## src/dtq_pkg.sv

```systemverilog
package dtq_pkg;

  // Input transaction: an add or a tick
  typedef struct packed {
    logic        kind;
    logic [7:0]  job_id;
    logic [47:0] deadline;
    logic [47:0] now_time;
  } cmd_t;

  // Result transaction
  typedef struct packed {
    logic       due_valid;
    logic [7:0] due_job;
    logic [1:0] status;
    logic       last;
  } res_t;

  localparam logic KIND_ADD  = 1'b0;
  localparam logic KIND_TICK = 1'b1;

  localparam logic [1:0] STAT_OK    = 2'd0;
  localparam logic [1:0] STAT_FULL  = 2'd1;
  localparam logic [1:0] STAT_EMPTY = 2'd2;

  // Operation broadcast to every cell of the sorted chain
  typedef enum logic [1:0] {
    CELL_HOLD,
    CELL_INSERT,
    CELL_SHIFT
  } cell_op_t;

endpackage

```

## src/dtq_cell.sv

```systemverilog
module dtq_cell #(
  parameter int TIME_BITS = 48,
  parameter int SLOT_BITS = 4
) (
  input  logic                  clk,
  input  logic                  rst,
  input  dtq_pkg::cell_op_t     op,
  // entry being inserted
  input  logic [TIME_BITS-1:0]  new_deadline,
  input  logic [SLOT_BITS-1:0]  new_slot,
  input  logic [7:0]            new_id,
  // left neighbor (closer to the head)
  input  logic                  left_gt,
  input  logic                  left_valid,
  input  logic [TIME_BITS-1:0]  left_deadline,
  input  logic [SLOT_BITS-1:0]  left_slot,
  input  logic [7:0]            left_id,
  // right neighbor (closer to the tail)
  input  logic                  right_valid,
  input  logic [TIME_BITS-1:0]  right_deadline,
  input  logic [SLOT_BITS-1:0]  right_slot,
  input  logic [7:0]            right_id,
  // own contents
  output logic                  valid,
  output logic [TIME_BITS-1:0]  deadline,
  output logic [SLOT_BITS-1:0]  slot,
  output logic [7:0]            id,
  output logic                  gt
);
  import dtq_pkg::*;

  // Cell sorts after the new entry; an empty cell sorts after everything.
  // The key is {deadline, slot} so equal deadlines fall back to slot order.
  assign gt = !valid || ({new_deadline, new_slot} < {deadline, slot});

  // Valid bit
  always_ff @(posedge clk) begin
    if (rst) begin
      valid <= 1'b0;
    end else begin
      case (op)
        CELL_INSERT: begin
          if (gt) begin
            valid <= left_gt ? left_valid : 1'b1;
          end
        end
        CELL_SHIFT: valid <= right_valid;
        default:    valid <= valid;
      endcase
    end
  end

  // Payload
  always_ff @(posedge clk) begin
    case (op)
      CELL_INSERT: begin
        if (gt) begin
          if (left_gt) begin
            deadline <= left_deadline;
            slot     <= left_slot;
            id       <= left_id;
          end else begin
            deadline <= new_deadline;
            slot     <= new_slot;
            id       <= new_id;
          end
        end
      end
      CELL_SHIFT: begin
        deadline <= right_deadline;
        slot     <= right_slot;
        id       <= right_id;
      end
      default: begin
        deadline <= deadline;
      end
    endcase
  end

endmodule

```

## src/dtq_slot_alloc.sv

```systemverilog
module dtq_slot_alloc #(
  parameter int CAPACITY  = 16,
  parameter int SLOT_BITS = 4
) (
  input  logic                 clk,
  input  logic                 rst,
  input  logic                 take_en,
  input  logic                 free_en,
  input  logic [SLOT_BITS-1:0] free_slot,
  output logic                 full,
  output logic [SLOT_BITS-1:0] free_idx,
  output logic [CAPACITY-1:0]  used
);

  // Lowest free slot
  always_comb begin
    free_idx = '0;
    for (int i = CAPACITY - 1; i >= 0; i--) begin
      if (!used[i]) begin
        free_idx = SLOT_BITS'(i);
      end
    end
  end

  assign full = &used;

  // Slot occupancy; take and free never happen in the same cycle
  always_ff @(posedge clk) begin
    if (rst) begin
      used <= '0;
    end else if (take_en) begin
      used[free_idx] <= 1'b1;
    end else if (free_en) begin
      used[free_slot] <= 1'b0;
    end
  end

endmodule

```

## src/deadline_timer_queue_top.sv

```systemverilog
// Timer queue of up to CAPACITY jobs, kept sorted by {deadline, slot} in a
// chain of cells so the earliest job always sits in the head cell. An add
// gives a single result. A tick gives one result per released job, or a
// single result when nothing is due; released jobs come out one per
// cycle, at the rate the chain shifts toward the head. busy stays high until
// the last result of a transaction is registered, and results carry a
// one-cycle strobe that the receiver must take as it comes: there is no
// backpressure on the result side.
module deadline_timer_queue_top #(
  parameter int CAPACITY  = 16,
  parameter int TIME_BITS = 48
) (
  input  logic          clk,
  input  logic          rst,
  input  logic          start,
  input  dtq_pkg::cmd_t cmd,
  output logic          busy,
  output logic          strobe,
  output dtq_pkg::res_t result
);
  import dtq_pkg::*;

  localparam int SLOT_BITS = $clog2(CAPACITY);

  typedef enum logic [1:0] {
    ST_IDLE,
    ST_ADD,
    ST_TICK
  } state_t;

  state_t state;
  cmd_t   cmd_q;

  logic [63:0]          dl_ext;
  logic [63:0]          now_ext;
  logic [TIME_BITS-1:0] new_deadline;
  logic [TIME_BITS-1:0] now_q;

  logic                 full;
  logic [SLOT_BITS-1:0] free_idx;
  logic [CAPACITY-1:0]  used;
  logic                 take_en;
  logic                 free_en;

  cell_op_t op;

  logic                 c_valid    [CAPACITY];
  logic [TIME_BITS-1:0] c_deadline [CAPACITY];
  logic [SLOT_BITS-1:0] c_slot     [CAPACITY];
  logic [7:0]           c_id       [CAPACITY];
  logic                 c_gt       [CAPACITY];
  logic [CAPACITY-1:0]  valid_vec;

  logic head_due;
  logic next_due;

  assign busy = (state != ST_IDLE);

  // Mask times to TIME_BITS
  assign dl_ext       = 64'(cmd_q.deadline);
  assign now_ext      = 64'(cmd_q.now_time);
  assign new_deadline = dl_ext[TIME_BITS-1:0];
  assign now_q        = now_ext[TIME_BITS-1:0];

  assign head_due = c_valid[0] && (c_deadline[0] <= now_q);
  assign next_due = c_valid[1] && (c_deadline[1] <= now_q);

  // Chain control
  always_comb begin
    op      = CELL_HOLD;
    take_en = 1'b0;
    free_en = 1'b0;
    case (state)
      ST_ADD: begin
        if (!full) begin
          op      = CELL_INSERT;
          take_en = 1'b1;
        end
      end
      ST_TICK: begin
        if (head_due) begin
          op      = CELL_SHIFT;
          free_en = 1'b1;
        end
      end
      default: begin
        op = CELL_HOLD;
      end
    endcase
  end

  dtq_slot_alloc #(
    .CAPACITY  (CAPACITY),
    .SLOT_BITS (SLOT_BITS)
  ) u_alloc (
    .clk       (clk),
    .rst       (rst),
    .take_en   (take_en),
    .free_en   (free_en),
    .free_slot (c_slot[0]),
    .full      (full),
    .free_idx  (free_idx),
    .used      (used)
  );

  // Sorted chain, head at index 0
  for (genvar i = 0; i < CAPACITY; i++) begin : g_cell
    logic                 l_gt;
    logic                 l_valid;
    logic [TIME_BITS-1:0] l_deadline;
    logic [SLOT_BITS-1:0] l_slot;
    logic [7:0]           l_id;
    logic                 r_valid;
    logic [TIME_BITS-1:0] r_deadline;
    logic [SLOT_BITS-1:0] r_slot;
    logic [7:0]           r_id;

    if (i == 0) begin : g_head
      assign l_gt       = 1'b0;
      assign l_valid    = 1'b0;
      assign l_deadline = '0;
      assign l_slot     = '0;
      assign l_id       = '0;
    end else begin : g_left
      assign l_gt       = c_gt[i-1];
      assign l_valid    = c_valid[i-1];
      assign l_deadline = c_deadline[i-1];
      assign l_slot     = c_slot[i-1];
      assign l_id       = c_id[i-1];
    end

    if (i == CAPACITY - 1) begin : g_tail
      assign r_valid    = 1'b0;
      assign r_deadline = '0;
      assign r_slot     = '0;
      assign r_id       = '0;
    end else begin : g_right
      assign r_valid    = c_valid[i+1];
      assign r_deadline = c_deadline[i+1];
      assign r_slot     = c_slot[i+1];
      assign r_id       = c_id[i+1];
    end

    dtq_cell #(
      .TIME_BITS (TIME_BITS),
      .SLOT_BITS (SLOT_BITS)
    ) u_cell (
      .clk            (clk),
      .rst            (rst),
      .op             (op),
      .new_deadline   (new_deadline),
      .new_slot       (free_idx),
      .new_id         (cmd_q.job_id),
      .left_gt        (l_gt),
      .left_valid     (l_valid),
      .left_deadline  (l_deadline),
      .left_slot      (l_slot),
      .left_id        (l_id),
      .right_valid    (r_valid),
      .right_deadline (r_deadline),
      .right_slot     (r_slot),
      .right_id       (r_id),
      .valid          (c_valid[i]),
      .deadline       (c_deadline[i]),
      .slot           (c_slot[i]),
      .id             (c_id[i]),
      .gt             (c_gt[i])
    );

    assign valid_vec[i] = c_valid[i];
  end

  // Sequencer and registered result
  always_ff @(posedge clk) begin
    if (rst) begin
      state  <= ST_IDLE;
      strobe <= 1'b0;
    end else begin
      strobe <= 1'b0;
      case (state)
        ST_IDLE: begin
          if (start) begin
            cmd_q <= cmd;
            state <= (cmd.kind == KIND_TICK) ? ST_TICK : ST_ADD;
          end
        end
        ST_ADD: begin
          strobe           <= 1'b1;
          result.due_valid <= 1'b0;
          result.due_job   <= '0;
          result.status    <= full ? STAT_FULL : STAT_OK;
          result.last      <= 1'b1;
          state            <= ST_IDLE;
        end
        ST_TICK: begin
          strobe <= 1'b1;
          if (head_due) begin
            result.due_valid <= 1'b1;
            result.due_job   <= c_id[0];
            result.status    <= STAT_OK;
            result.last      <= !next_due;
            if (!next_due) begin
              state <= ST_IDLE;
            end
          end else begin
            result.due_valid <= 1'b0;
            result.due_job   <= '0;
            result.status    <= c_valid[0] ? STAT_OK : STAT_EMPTY;
            result.last      <= 1'b1;
            state            <= ST_IDLE;
          end
        end
        default: begin
          state <= ST_IDLE;
        end
      endcase
    end
  end

  // Occupied cells stay packed toward the head: cell 1 holds a job only if cell 0 does
  a_packed: assert property (@(posedge clk) disable iff (rst)
    c_valid[1] |-> c_valid[0])
    else $error("chain has a hole behind the head cell");

  // Slot bitmap and chain agree on how many jobs are held
  a_count: assert property (@(posedge clk) disable iff (rst)
    $countones(used) == $countones(valid_vec))
    else $error("slot bitmap and chain occupancy disagree");

  // A released job always reports ok status
  a_due_ok: assert property (@(posedge clk) disable iff (rst)
    strobe && result.due_valid |-> result.status == STAT_OK)
    else $error("released job carries a non-ok status");

  // A result that is not the last keeps the block busy
  a_more: assert property (@(posedge clk) disable iff (rst)
    strobe && !result.last |-> busy)
    else $error("transaction ended without a last result");

  // Leaving a transaction coincides with its last result
  a_end: assert property (@(posedge clk) disable iff (rst)
    $fell(busy) && !$past(rst) |-> strobe && result.last)
    else $error("busy dropped without a last result");

endmodule

```

## config.mk

```make
export PLATFORM = sky130hd
export DESIGN_NAME = deadline_timer_queue_top
export DESIGN_NICKNAME = d
export VERILOG_FILES = /design/src/dtq_pkg.sv /design/src/dtq_cell.sv /design/src/dtq_slot_alloc.sv /design/src/deadline_timer_queue_top.sv
export SDC_FILE = /design/constraint.sdc
export NUM_CORES = 2
export LEC_CHECK = 0
export BUFFER_PORTS_ARGS = -buffer_cell sky130_fd_sc_hd__buf_2
export CAP_MARGIN = 20
export CELL_PAD_IN_SITES_DETAIL_PLACEMENT = 1
export CELL_PAD_IN_SITES_GLOBAL_PLACEMENT = 1
export CORE_MARGIN = 2
export CORE_UTILIZATION = 41
export DETAILED_ROUTE_END_ITERATION = 12
export HOLD_SLACK_MARGIN = 0.15
export PLACE_DENSITY = 0.69
export REMOVE_ABC_BUFFERS = 1
export SYNTH_ARGS = -nofsm -noshare
export SYNTH_HDL_FRONTEND = slang
export SYNTH_SLANG_ARGS = --single-unit
```

## constraint.sdc

```tcl
create_clock -name clk -period 10.1 [get_ports clk]
set_clock_uncertainty 0.2 [all_clocks]
set_input_delay 1.01 -clock clk [delete_from_list [all_inputs] [get_ports clk]]
set_output_delay 1.01 -clock clk [all_outputs]
set_load 0.03 [all_outputs]
```

== Word-level counts from Yosys, hierarchy flattened ==
Index checks and enable logic that the tools add are counted.

* Flip-flop bits (word level): 1111
* Logic and storage cells: 412

* Magnitude comparators: 22
* Equal/unequal tests: 22
* Multiplexer cells: 227
* Bitwise operators: 4
* Reduce and logical (&&, ||, !) cells: 63

{| class="wikitable"
|+ Operators with widths
! cell !! count
|-
| 48-bit one-hot mux with 2 select lines || 16
|-
| 48-bit 2-to-1 mux || 31
|-
| 52-bit < comparator || 16
|-
| 8-bit one-hot mux with 2 select lines || 16
|-
| 8-bit 2-to-1 mux || 31
|-
| 4-bit 2-to-1 mux || 47
|-
| 4-bit one-hot mux with 2 select lines || 16
|-
| 48-bit less-or-equal comparator || 2
|-
| 1-bit 2-to-1 mux || 40
|-
| 2-bit AND reduction || 18
|-
| 16-bit 2-to-1 mux || 2
|-
| 2-bit by 1-bit != test with 1-bit output, second input constant || 16
|-
| 1-bit one-hot mux with 2 select lines || 16
|-
| 12-bit one-hot mux with 2 select lines || 1
|-
| 1-bit zero test || 17
|-
| 16-bit AND || 1
|-
| 1-bit logical OR || 16
|-
| 16-bit NOT || 1
|-
| 16-bit bitwise OR || 1
|-
| 16-bit AND reduction || 1
|-
| 12-bit 2-to-1 mux || 1
|-
| 2-bit 2-to-1 mux || 6
|-
| 4-bit by 5-bit < comparator with 1-bit output, second input constant || 2
|-
| 1-bit demux with 4-bit select || 2
|-
| 12 further kinds || 22
|}

== Longest topological paths before layout ==
* Depth in word-level cells: 22
* Gate-level depth with buffers: 19

== By module ==
Synthesis repeated with hierarchy kept, for this count alone.

* Cell total of the unflattened synthesis: 8032
* Area, all modules: 78331.4 um^2

{| class="wikitable"
|+ By module, submodules not included
! module !! instances !! cells an instance !! area each (um^2) !! seq. area each (um^2)
|-
| dtq_cell || 16 || 464 || 4446.8 || 1821.7
|-
| deadline_timer_queue_top || 1 || 463 || 6100.9 || 3543.4
|-
| dtq_slot_alloc || 1 || 145 || 1082.3 || 320.3
|}

== Worst setup path before layout ==
No wires, ideal clock.

* Path kind: flip-flop to flip-flop
* From: register u_alloc.used[13]
* To: register g_cell[9].u_cell.deadline[0], enable pin
* Arrival: 7.690 ns
* Data required time: 9.339 ns
* Path slack: 1.649 ns
* Stages on the path, launching flop included: 19
* Buffers on the path: 2
* Clock period less this slack: 8.451 ns
* Cells stage by stage: dfxtp_1 -> nand2_1 -> a21oi_1 -> o211ai_1 -> nand3_1 -> nand3_1 -> a31oi_1 -> clkbuf_1 -> ha_1 -> o21ai_0 -> nand2b_1 -> a21oi_1 -> a31oi_1 -> a221oi_1 -> o211ai_1 -> a22oi_1 -> clkbuf_1 -> inv_1 -> o21ai_0

* Cells in the longest elaborated chain, start to end: 18
* Elaborated cells between the ends (all ways): 24

{| class="wikitable"
|+ Ends and longest elaborated chain
! what !! RTL line !! text
|-
| start, declared || dtq_slot_alloc.sv:12 || <nowiki>output logic [CAPACITY-1:0] used</nowiki>
|-
| start signal, assigned || dtq_slot_alloc.sv:30 || <nowiki>used <= '0;</nowiki>
|-
| start signal, assigned by index || dtq_slot_alloc.sv:32 || <nowiki>used[free_idx] <= 1'b1;</nowiki>
|-
| start signal, assigned by index || dtq_slot_alloc.sv:34 || <nowiki>used[free_slot] <= 1'b0;</nowiki>
|-
| 4-bit 2-to-1 mux (14 in a row) || dtq_slot_alloc.sv:19 || <nowiki>if (!used[i]) begin</nowiki>
|-
| 52-bit < comparator || dtq_cell.sv:34 || <nowiki>assign gt = !valid || ({new_deadline, new_slot} < {deadline, slot});</nowiki>
|-
| 1-bit logical OR || dtq_cell.sv:34 ||
|-
| 2-bit by 1-bit != test with 1-bit output (no source line) || -- ||
|-
| 2-bit AND reduction (no source line) (*) || -- ||
|-
| end signal, assigned || dtq_cell.sv:59 || <nowiki>deadline <= left_deadline;</nowiki>
|-
| end signal, assigned || dtq_cell.sv:63 || <nowiki>deadline <= new_deadline;</nowiki>
|-
| end signal, assigned || dtq_cell.sv:70 || <nowiki>deadline <= right_deadline;</nowiki>
|-
| end, declared || dtq_cell.sv:25 || <nowiki>output logic [TIME_BITS-1:0] deadline,</nowiki>
|}

Every way passes the cells marked *; elsewhere a longest branch is shown, timed or not.
A chain may end at the register's enable or synchronous reset.

== Final worst setup path ==
* From: register g_cell[0].u_cell.deadline[43]
* To: register g_cell[2].u_cell.deadline[1], enable pin

* Cells in the longest elaborated chain, start to end: 7
* Elaborated cells between the ends (all ways): 9

{| class="wikitable"
|+ Ends and longest elaborated chain
! what !! RTL line !! text
|-
| start, declared || dtq_cell.sv:25 ||
|-
| start signal, assigned || dtq_cell.sv:59 ||
|-
| start signal, assigned || dtq_cell.sv:63 ||
|-
| start signal, assigned || dtq_cell.sv:70 ||
|-
| 48-bit less-or-equal comparator (*) || deadline_timer_queue_top.sv:65 || <nowiki>assign head_due = c_valid[0] && (c_deadline[0] <= now_q);</nowiki>
|-
| 1-bit logical AND (*) || deadline_timer_queue_top.sv:65 ||
|-
| 2-bit 2-to-1 mux (*) || deadline_timer_queue_top.sv:81 || <nowiki>if (head_due) begin</nowiki>
|-
| 2-bit one-hot mux with 2 select lines (*) || deadline_timer_queue_top.sv:73 || <nowiki>case (state)</nowiki>
|-
| 2-bit by 1-bit equality test with 1-bit output / 2-bit equality test (equally long branches) || dtq_cell.sv:55 || <nowiki>case (op)</nowiki>
|-
| 2-bit by 1-bit != test with 1-bit output (no source line) / 2-bit nonzero test (equally long branches) || -- ||
|-
| 2-bit AND reduction (no source line) (*) || -- ||
|-
| end signal, assigned || dtq_cell.sv:59 ||
|-
| end signal, assigned || dtq_cell.sv:63 ||
|-
| end signal, assigned || dtq_cell.sv:70 ||
|-
| end, declared || dtq_cell.sv:25 ||
|}

Marked as above.

==> results by stage <==
Timing:
- The number of max-slew violations in the final report came to 0.
- The final number of hold-violating endpoints is 0.
- The smallest hold slack is 192.4 ps.
- The worst path setup slack after routing is 3087 ps.
- The number of setup violations in the final report is 0.
- In this run the tightest slew margin relative to its limit is 0.1418.
- The final period utilization is 0.6944.
- The total negative slack for setup checks is 0 ps.
- For the pin with the worst max-slew slack, the measured transition is 1274 ps.
- For this run, the top clock speed supported by timing is 0.1426 GHz.
- Setup repair after global routing left no endpoint under its margin.
- The final critical-path required period is 7013 ps.

Die:
- The placeable core region is 182500 µm².
- The width of the chip is 431.8 µm.
- The starting utilization of the core area is 0.4112.
- In this run the count of I/O pins placed on the die edge is 122.
- In this run the core area contains 157 standard-cell rows.
- The floorplan die area is 186400 µm².
- The die height is 431.8 µm.

Critical path:
- The worst setup path is launched from a register.
- The worst path arrival time is 7230 ps.
- The required time at the endpoint of the critical path is 10320 ps.
- The endpoint type of the worst setup path is a register.
- Along the worst path, the maximum fanout reaches 44.
- The critical path is of the register to register type.

GRT:
- The pin count of the biggest net entering global routing is 222.
- The combined global-route utilization of all metal layers is 0.3060.
- The wire length of the first global-routing pass is 426.4 mm.
- The number of global-route vias before repair was 64110.
- For this run the aggregate overflow at the end of global routing stands at 0.
- The initial antenna violation count is 8.

Pwr:
- IR analysis of the VDD net gives a maximum drop of 0.1421 mV.
- Of the total power, the share spent switching nets is 0.2589.
- Summed over all nets, the switching power comes to 2.935 mW.
- The share of total power dissipated in combinational logic is 0.083.
- Of the total power, registers draw 0.460.
- The clock network fraction of design power is 0.457.
- The leakage component of the power is 33.63 nW.
- Dividing total power by cell area gives a power density of 135.4 nW/µm².
- The internal portion of total power is 8.401 mW.

CTS:
- The clock tree synthesis step divided the H-tree into 4 levels.
- The clock insertion delay at the later pin of the skew report is 830 ps.
- The clock sink count is 1111.
- The tree is rooted in a clkbuf_16.
- The buffer levels on the longest clock path is 3.
- After clock tree synthesis, the clock-pin slew on the worst setup and hold paths is 60 ps.
- The total CTS buffers is 142.
- The CTS tree is done.

Finish:
- The final layout contains 8659 nets.
- The post-synthesis to final-layout area growth is 11.54%.
- After filler insertion, the fill cell instance count of the layout stands at 20260.
- The final cell count without fillers is 10130.
- Leaving out fill and tap cells, the most frequent cells in the layout are edfxtp_1, ha_1, inv_1, nand2_1, mux2i_1.
- Summing all flip-flop and latch instances after layout gives 33010 µm².
- In the final layout, the share of cells above drive strength 1 is 0.06724.
- In the final layout, the multi-input gates occupy 37330 µm².
- The most frequent standard cell in the layout excluding fill and tap cells is edfxtp_1.

Synthesis:
- The synthesized netlist occupies a cell area of 75030 µm².
- The average footprint of a synthesized cell is 9.913 µm².
- The number of different library cells used by synthesis comes to 72.
- The count of yosys warnings during synthesis is 0.
- The sequential element share of the synthesized area is 0.4400.
- In this run, synthesis inferred 1076 flip-flops with an integrated enable.
- Synthesis produced a netlist whose cell count is 7569.
- Of all flip-flops after synthesis, the portion carrying an async set or reset was 0.
- After synthesis the netlist holds a flip-flop and latch count of 1111.
- The primary flip-flop cell chosen by synthesis mapping is edfxtp_1.

Placed design:
- The HPWL after detailed placement is 205.5 mm.
- Port buffering added 121 buffers.
- The post-placement setup slack is 3227 ps.
- The congestion estimate from routability-driven global placement came to 0.9105.
- The cell count after placement is 9815.

Detailed routing:
- The initial detailed-routing violation count is 5763.
- The DRC violation count after routing is 0.
- The detailed router placed 61850 vias in this run.
- The count of antenna-violating nets left after detailed routing is 0.
- In the final routed layout, each cell accounts on average for 28.57 µm.
- The overall routed net length is 289.5 mm.
- The first TritonRoute pass finished after 5 iterations.
- The post-detailed-route via-to-cell ratio is 6.103.

Hold path:
- In this run the worst hold path is classified as input pin to register.

Run:
- The tool flagged a number of max-cap violations equal to 0.

Status:
- The run finished with clean final reports.
==> power groups by stage <==
stage	Sequential [mW]	Combinational, mW	Clock (mW)
6_report	5.21	0.942	5.18
3_3_place_gp	5.30	0.864	0
5_1_grt	5.22	1.03	5.38
4_1_cts	5.21	0.931	5.23
3_5_place_dp	5.30	0.906	0
2_1_floorplan	5.33	0.493	0
==> stage by stage <==
step,instance area [µm²],util,power (mW)
2_1_floorplan,73320,-,5.823
3_3_place_gp,78440,0.4298,6.167
3_5_place_dp,78510,0.4302,6.211
4_1_cts,83630,0.4583,11.37
5_1_grt,83690,0.4586,11.62
6_report,83700,0.4586,11.34
==> cell families after synthesis <==
group / share of synthesized area
AOI/OAI and AO/OA: 0.1363
adders and majority gates: 0.1526
buffers and inverters: 0.06777
DFF: 0.4400
muxes: 0.09658
and+or+nand+nor: 0.1069
==> per-layer routing <==
| layer | GRT usage | vias to the layer above | routed length (µm) |
|---|---|---|---|
| met4 | 0.1582 | 8 | 16500 |
| met5 | 0 | - | 50 |
| met1 | 0.4006 | 31550 | 123500 |
| met2 | 0.4915 | 2019 | 132300 |
| met3 | 0.04451 | 579 | 17120 |
| li1 | - | 27700 | - |
==> layout make-up <==
cell class                 count  share of cell area
tap                         2385             0.03565
clock inverter                77            0.009089
clock buffer                 179             0.04510
timing repair buffer         327             0.02938
sequential                  1111              0.3944
multi-input combinational   5156              0.4461
antenna                        1          0.00002990
inverter                     898             0.04027
==> cells in the mapped netlist, drive strengths merged (5+ instances only) <==
cell type | n | area, µm²
o221ai | 160 | 1401
a21boi | 7 | 52.55
a21oi | 334 | 1672
a211oi | 50 | 375.4
a31oi | 18 | 112.6
nand2 | 869 | 3264
nor3 | 74 | 381.6
buf | 163 | 809.5
ha | 915 | 11450
a311oi | 11 | 96.34
nor4 | 33 | 227.7
a2111oi | 19 | 166.4
nor2b | 37 | 231.5
dfxtp | 35 | 700.7
o211ai | 51 | 382.9
o2111ai | 6 | 52.55
mux2i | 724 | 7247
nor2 | 297 | 1122
o31ai | 6 | 45.04
clkbuf | 241 | 904.6
and4 | 15 | 131.4
o21a | 22 | 165.2
a21o | 93 | 698.2
inv | 898 | 3371
nand3 | 294 | 1471
a211o | 13 | 113.9
o21ai | 854 | 4274
a221oi | 17 | 148.9
or4 | 8 | 60.06
and3 | 13 | 81.33
edfxtp | 1076 | 32310
o22ai | 5 | 31.28
nand4 | 132 | 825.8
nand2b | 16 | 100.1
==> timing repair <==
action	CTS	global route
buffers inserted	0	0
hold buffers	59	0
endpoints found under the setup margin	0	0
gates resized for setup	0	0
hold endpoints to repair	59	0
==> critical path, cell delays in order (launching register included) <==
cell      delay (ps)
edfxtp_1         450
ha_1             400
nand4_1          330
nor4_2           910
nand4_1          570
a41oi_1          450
buf_4            260
nor4_4           110
or4_2            710
buf_4            340
o21ai_4          810
buf_4            880
==> final timing paths <==
path	slack (ps)	startpoint	end	cells past startpoint
worst max-delay path	3090	g_cell[0].u_cell.deadline[43]$_DFFE_PP_	g_cell[2].u_cell.deadline[1]$_DFFE_PP_	11
worst min-delay path	190	cmd[48]	new_deadline[0]$_DFFE_PP_	1
worst min register to register	320	u_alloc.used[12]$_SDFFE_PP0P_	u_alloc.used[12]$_SDFFE_PP0P_	2
worst max register to register	3090	g_cell[0].u_cell.deadline[43]$_DFFE_PP_	g_cell[2].u_cell.deadline[1]$_DFFE_PP_	11
==> registers in the layout, indices dropped and copies added, names as in the netlist <==
register and flops:
strobe 1, g_cell.u_cell.deadline 768, result 12, g_cell.u_cell.slot 64, now_q 48, u_alloc.used 16, new_deadline 48, g_cell.u_cell.id 128
state 2, g_cell.u_cell.valid 16, cmd_q 8
(Power assumes the default switching activity.)
